File: src/hw/rtl/chrp_pkg.sv
// Shared types and constants for the consistent-hash ring placement block.
// Depends on nothing; every other file of the block imports it.
package chrp_pkg;

  localparam int NODES          = 16;
  localparam int NODE_W         = 4;
  localparam int NP_W           = 5;
  localparam int POS_W          = 64;
  localparam int TYPE_W         = 2;
  localparam int RANK_W         = 3;
  localparam int STAT_W         = 3;
  localparam int RC_W           = 4;
  localparam int RESET_REPLICAS = 4;

  // Request type codes as they arrive on the input word.
  localparam logic [TYPE_W-1:0] REQ_INSERT = 2'd0;
  localparam logic [TYPE_W-1:0] REQ_REMOVE = 2'd1;
  localparam logic [TYPE_W-1:0] REQ_LOOKUP = 2'd2;

  // Status codes of a result word.
  localparam logic [STAT_W-1:0] ST_OK       = 3'd0;
  localparam logic [STAT_W-1:0] ST_EMPTY    = 3'd1;
  localparam logic [STAT_W-1:0] ST_DUP      = 3'd2;
  localparam logic [STAT_W-1:0] ST_FULL     = 3'd3;
  localparam logic [STAT_W-1:0] ST_NOTFOUND = 3'd4;

  typedef enum logic [1:0] {
    OP_INSERT,
    OP_REMOVE,
    OP_LOOKUP
  } op_t;

  typedef struct packed {
    op_t               op;
    logic [POS_W-1:0]  pos;
    logic [NODE_W-1:0] node;
  } cmd_t;

  typedef enum logic [2:0] {
    B_IDLE,
    B_SCAN,
    B_DRAIN,
    B_FINISH,
    B_EMIT
  } bstate_t;

endpackage

File: src/hw/rtl/chrp_if.sv
// Channel interfaces of the ring placement block: request, result and configuration.
// Depends on chrp_pkg for the field widths.
interface chrp_req_if;
  import chrp_pkg::*;
  logic              valid;
  logic              ready;
  logic [TYPE_W-1:0] req_type;
  logic [POS_W-1:0]  ring_position;
  logic [NODE_W-1:0] node_number;
  modport source (output valid, req_type, ring_position, node_number, input ready);
  modport sink (input valid, req_type, ring_position, node_number, output ready);
endinterface


File: src/hw/rtl/chrp_front.sv
// Front end: accepts request words, classifies them and queues commands.
// Depends on chrp_pkg and chrp_if.
module chrp_front (
  input  logic             clk,
  input  logic             rst_n,
  chrp_req_if.sink         in_ch,
  output chrp_pkg::cmd_t   q_cmd,
  output logic             q_valid,
  input  logic             q_pop
);
  import chrp_pkg::*;

  localparam int QD = 2;

  cmd_t       q_r [QD];
  logic       wr_ptr_r;
  logic       rd_ptr_r;
  logic [1:0] cnt_r;
  logic       keep;
  op_t        op;
  logic       push;

  // Request type 3 carries no work and is dropped here.
  always_comb begin
    keep = 1'b1;
    op   = OP_INSERT;
    unique case (in_ch.req_type)
      REQ_INSERT: op = OP_INSERT;
      REQ_REMOVE: op = OP_REMOVE;
      REQ_LOOKUP: op = OP_LOOKUP;
      default:    keep = 1'b0;
    endcase
  end

  assign in_ch.ready = (cnt_r != 2'(QD));
  assign push        = in_ch.valid && in_ch.ready && keep;
  assign q_valid     = (cnt_r != 2'd0);
  assign q_cmd       = q_r[rd_ptr_r];

  always_ff @(posedge clk) begin
    if (push) begin
      q_r[wr_ptr_r] <= '{op: op, pos: in_ch.ring_position, node: in_ch.node_number};
    end
  end

  always_ff @(posedge clk) begin
    if (!rst_n) begin
      wr_ptr_r <= 1'b0;
      rd_ptr_r <= 1'b0;
      cnt_r    <= 2'd0;
    end else begin
      if (push) begin
        wr_ptr_r <= ~wr_ptr_r;
      end
      if (q_pop) begin
        rd_ptr_r <= ~rd_ptr_r;
      end
      cnt_r <= cnt_r + 2'(push) - 2'(q_pop);
    end
  end

endmodule

File: src/flat_wrapper.sv
// flat-port wrapper written by rule: the top's interface ports become plain ports
module chrp_front_flat import chrp_pkg::*;
  (clk, rst_n, q_cmd, q_valid, q_pop, in_ch_valid, in_ch_req_type, in_ch_ring_position, in_ch_node_number, in_ch_ready);
  chrp_req_if in_ch_i ();
  input  logic clk;
  input  logic rst_n;
  output chrp_pkg::cmd_t q_cmd;
  output logic q_valid;
  input  logic q_pop;
  input wire logic [$bits(in_ch_i.valid)-1:0] in_ch_valid;
  input wire logic [$bits(in_ch_i.req_type)-1:0] in_ch_req_type;
  input wire logic [$bits(in_ch_i.ring_position)-1:0] in_ch_ring_position;
  input wire logic [$bits(in_ch_i.node_number)-1:0] in_ch_node_number;
  output wire logic [$bits(in_ch_i.ready)-1:0] in_ch_ready;
  assign in_ch_i.valid = in_ch_valid;
  assign in_ch_i.req_type = in_ch_req_type;
  assign in_ch_i.ring_position = in_ch_ring_position;
  assign in_ch_i.node_number = in_ch_node_number;
  assign in_ch_ready = in_ch_i.ready;
  chrp_front u_core (.clk(clk), .rst_n(rst_n), .in_ch(in_ch_i), .q_cmd(q_cmd), .q_valid(q_valid), .q_pop(q_pop));
endmodule
File: config.mk
export PLATFORM = sky130hd
export DESIGN_NAME = chrp_front_flat
export DESIGN_NICKNAME = d
export VERILOG_FILES = /design/src/hw/rtl/chrp_pkg.sv /design/src/hw/rtl/chrp_if.sv /design/src/hw/rtl/chrp_front.sv /design/src/flat_wrapper.sv
export SDC_FILE = /design/constraint.sdc
export NUM_CORES = 1
export LEC_CHECK = 0
export BUFFER_PORTS_ARGS = -buffer_cell sky130_fd_sc_hd__buf_2
export CAP_MARGIN = 40
export CORE_MARGIN = 4
export CORE_UTILIZATION = 43
export DETAILED_ROUTE_END_ITERATION = 16
export PLACE_DENSITY = 0.7
export SYNTH_ARGS = -nofsm -noshare
export SYNTH_HDL_FRONTEND = slang
export SYNTH_SLANG_ARGS = --single-unit
File: constraint.sdc
create_clock -name clk -period 6.5 [get_ports clk]
set_input_delay 0.325 -clock clk [delete_from_list [all_inputs] [get_ports clk]]
set_output_delay 0.325 -clock clk [all_outputs]
set_load 0.02 [all_outputs]
Word level (Yosys, flattened, before mapping)
Memories as Yosys holds them, arrays and structs flattened. A register that Yosys moved wholly into a read port is not among the register bits.
Cells that the tools add are included.
{"block": "totals", "ff_bits": 4, "mem_bits_rw": 140, "inputBits": 74, "output_inout_bits": 72, "wordCells": 22, "n_memories": 1}
{"name": "u_core.q_r", "depth": 2, "width": 70, "rd": 1, "rd_ports_with_merged_regs": 1, "wr": 1, "line": "chrp_front.sv:15", "text": "cmd_t q_r [QD];"}
{"block": "op_classes", "n_addsub": 2, "n_eq_ne": 3, "mux": 6, "bitwise": 2, "n_reduce_logical": 5}
{"op": "$mux 1", "count": 5}
{"op": "$pmux 2 s2", "count": 1}
{"op": "$reduce_or 3->1", "count": 1}
{"op": "$add 2x1->2", "count": 1}
{"op": "$eq 2x1->1 const B", "count": 1}
{"op": "$eq 2x2->1 const B", "count": 1}
{"op": "$logic_and 1x1->1", "count": 2}
{"op": "$logic_not 2->1", "count": 1}
{"op": "$ne 2x2->1 const B", "count": 1}
{"op": "$not 1->1", "count": 2}
{"op": "$reduce_bool 2->1", "count": 1}
{"op": "$sub 2x1->2", "count": 1}

Logic depth before layout (Yosys ltp)
{"block": "depth", "ltp_word": 6, "depth_mapped": 5, "depth_no_buf": 5}

Worst setup path before layout
Ideal clock, no wire load.
{"block": "synth_path", "path_kind": "input to register", "from": "input port in_ch_valid", "to": "memory u_core.q_r[1][0] (netlist bit), enable pin", "arrival_time_ns": 5.690, "required_time_ns": 5.902, "path_slack_ns": 0.212, "stages": 2, "path_buffers": 0, "path_cell_list": "a21bo_2 nor3b_1"}
{"block": "synth_via", "elab_chain_len": 4}
{"element": "start, declared", "line": "flat_wrapper.sv:10", "text": "input wire logic [$bits(in_ch_i.valid)-1:0] in_ch_valid;"}
{"element": "$logic_and 1x1->1 (2 in series)", "line": "chrp_front.sv:36", "text": "assign push = in_ch.valid && in_ch.ready && keep;"}
{"element": "$mux 1", "line": "chrp_front.sv:41", "text": "if (push) begin"}
{"element": "$mux 1 (implied by the code)", "line": "chrp_front.sv:42", "text": "q_r[wr_ptr_r] <= '{op: op, pos: in_ch.ring_position, node: in_ch.node_number};"}
{"element": "end, declared", "line": "chrp_front.sv:15"}
No other way between the ends.

==> flow_metrics.py <==
metrics = {
    "synth": {
        "mappedNetlistNets": 322,
        "yosysSeqAreaShare": 0.8121,
        "most_area_hungry_cell_type_in_the_yosys_netlist": "edfxtp_1",
        "synthesis.instances": 247,
        "synth.cell_area_mm2": 0.005300,
        "ys_top_cells_by_area": "edfxtp_1, mux2_2, dfxtp_1",
        "synth_top_cell_area_share": 0.7932,
        "synth_warnings": 0,
        "yosysUniqueCellTypes": 18,
        "ys_seq_elements": 145,
        "synthesis.area_per_instance_um2": 21.46,
    },
    "final_layout": {
        "layout.core_utilization": 0.5603,
        "area.growth.synth_to_final_pct": 27.50,
        "total_area_of_multi_input_combinational_cells_um2": 943.4,
        "register_area_mm2": 0.004308,
        "filler_cell_count": 964,
        "antenna_cells_inserted": 0,
        "layout_cells_excl_fill": 586,
        "final_nets": 482,
        "mostFrequentLayoutCell": "buf_2",
        "final_cell_mix": "buf_2, edfxtp_1, mux2_2",
        "drive_gt1_frac": 0.5933,
    },
    "global_route": {
        "grtUsageTotal": 0.1389,
        "grt_pass1_vias": 3028,
        "global_route.overflow_total": 0,
        "maximum_number_of_pins_on_one_net_before_global_route_repair": 38,
        "grt_first_pass_wirelength_mm": 15.09,
        "antenna_found_initial": 0,
    },
    "clocking": {
        "cts_sinks": 145,
        "cts_tree": "yes",
        "ctsLongestPathBuffers": 2,
        "cts-htree-levels": 4,
        "cts-root-buf": "clkbuf_16",
        "clk_lat_worst_skew_ns": 0.41,
        "post-cts-setup-buffer-count": 0,
        "tritoncts_buffer_count": 17,
        "cts-hold-fix-buffers": 0,
        "ctsResizeCount": 0,
        "path_clk_slew_ns": 0.05,
    },
    "die": {
        "die_height_um": 119.0,
        "placementRows": 40,
        "fp.coreArea_mm2": 0.01206,
        "die_width_um": 119.0,
        "floorplan.initialDensity": 0.4394,
        "number_of_primary_i_o_pins": 146,
        "die-area_mm2": 0.01417,
    },
    "route": {
        "dr_vias": 2736,
        "drt-vias-per-instance": 4.669,
        "drt-wirelength-per-cell_um": 15.90,
        "detailedRoute.firstPassIterationCount": 4,
        "detail_route.drc_violations": 0,
        "detail_route.wirelength_mm": 9.317,
        "dr.first_iter.drc_count": 139,
        "ant_nets": 0,
    },
    "timing": {
        "period_minus_slack_ns": 2.247,
        "rsz0062_at_grt": "no",
        "report.final.hold_viol_count": 0,
        "timing.final.setup_violations": 0,
        "finClkSkew_ns": 0.01164,
        "period_share": 0.3456,
        "fmaxAchievable_mhz": 445.1,
        "maxSlewViolCount": 0,
        "slew_hr": 0.6777,
        "final.setup.tns_ns": 0,
        "timing_worst_slew_pin_value_ns": 0.4835,
    },
    "place": {
        "post-place-cells": 556,
        "gpl.final_weighted_congestion": 0.7082,
        "sum_of_net_half_perimeters_after_detailed_placement_mm": 6.276,
        "number_of_port_buffers": 145,
    },
    "worst_setup_path": {
        "critPathSlowestCell": "dfxtp_4",
        "critical_path.reg2reg.startpoint": "u_core.cnt_r[1]",
        "worst_ep_arrival_time_ns": 1.92,
        "slowest_delay_ns": 0.64,
        "setup.worst_path.start_class": "flip-flop",
        "end_kind": "primary output",
        "worst-path-max-fanout": 37,
        "worstPathCellList": "buf_12 -> mux2_2 -> buf_2",
        "path_class": "reg -> out",
        "timing.critical_path.required_ns": 6.17,
    },
    "power_and_ir_drop": {
        "power_density_mw_per_mm2": 334.2,
        "leakage_uw": 0.002510,
        "vdd.ir_drop.worst_mv": 0.1752,
    },
    "worst_hold_path": {
        "hold_path.class": "in -> reg",
        "hold_path_startpoint": "in_ch_node_number[0]",
    },
    "status": {
        "run_status": "finished, final reports clean",
    },
    "job": {
        "max_cap_violations": 0,
    },
}
through the flow:
step | cell area (um2) | setup slack [ns] | power [uW] | hold WS [ns]
after floorplan | 5300 | 0.2123 | 1342 | 0.4239
after global placement | 6228 | 4.575 | 1432 | 0.4922
after detailed placement | 6248 | 4.656 | 1443 | 0.5079
after CTS | 6758 | 4.200 | 2291 | 0.07818
after global routing | 6758 | 4.160 | 2362 | 0.08335
final | 6758 | 4.253 | 2259 | 0.1006
cells in the mapped netlist (all sizes together):
cell and count:
nor4 1, or2 1, inv 3, nor3 4, dfxtp 5, edfxtp 140
ha 1, buf 9, mux2 70, o21a 3, nor2b 3, xnor2 2
o31a 1, nor2 2, a21bo 1, nor3b 1
path summary, 6_finish.rpt:
check	slack, ns	cells past startpoint	to
worst max-delay path	4.25	3	q_cmd[54]
worst min-delay path	0.10	1	u_core.q_r[1][0]
worst max register to register	4.97	3	u_core.q_r[1][57]
worst min register to register	0.52	2	flip-flop
where the power goes:
part / internal [uW] / leakage (uW) / switching [uW]
Sequential: 1100 / 0.00134 / 23.0
Clock: 514 / 0.000250 / 327
Combinational: 120 / 0.000924 / 173
Total: 1740 / 0.00251 / 523
state kept, by name (all words and copies together), names as in the netlist, named ones only:
| register | flops |
|---|---|
| u_core.rd_ptr_r | 1 |
| u_core.q_r | 140 |
| u_core.cnt_r | 2 |
| u_core.wr_ptr_r | 1 |
critical path, delay by kind of cell (launching register included):
| kind | cells | cell delay (ns) |
|---|---|---|
| flip-flops | 1 | 0.64 |
| buffers and inverters | 2 | 0.44 |
| multiplexers | 1 | 0.38 |
routing by layer:
metal,track usage,share of wire
met5,0,0
met4,0.06372,0.019
met3,0.05128,0.065
met2,0.2264,0.50
met1,0.1640,0.42
final cells by class:
type | instances | area share
clock buffers | 21 | 0.06517
clock inverters | 9 | 0.01018
inverters | 3 | 0.001666
multi-input cells | 90 | 0.1396
flip-flops and latches | 145 | 0.6375
well taps | 168 | 0.03111
repair buffers | 150 | 0.1148
cell families after synthesis:
kind of cell / Yosys count / share of synthesized area
AND/OR/NAND/NOR: 12 / 0.01393
adder cells (fa/ha/maj): 1 / 0.002360
buffers and inverters: 12 / 0.01180
XOR/XNOR: 2 / 0.003306
flip-flops: 145 / 0.8121
AO/OA/AOI/OAI: 5 / 0.007790
multiplexers: 70 / 0.1487
Note: power is estimated with default switching activity, not from simulation.
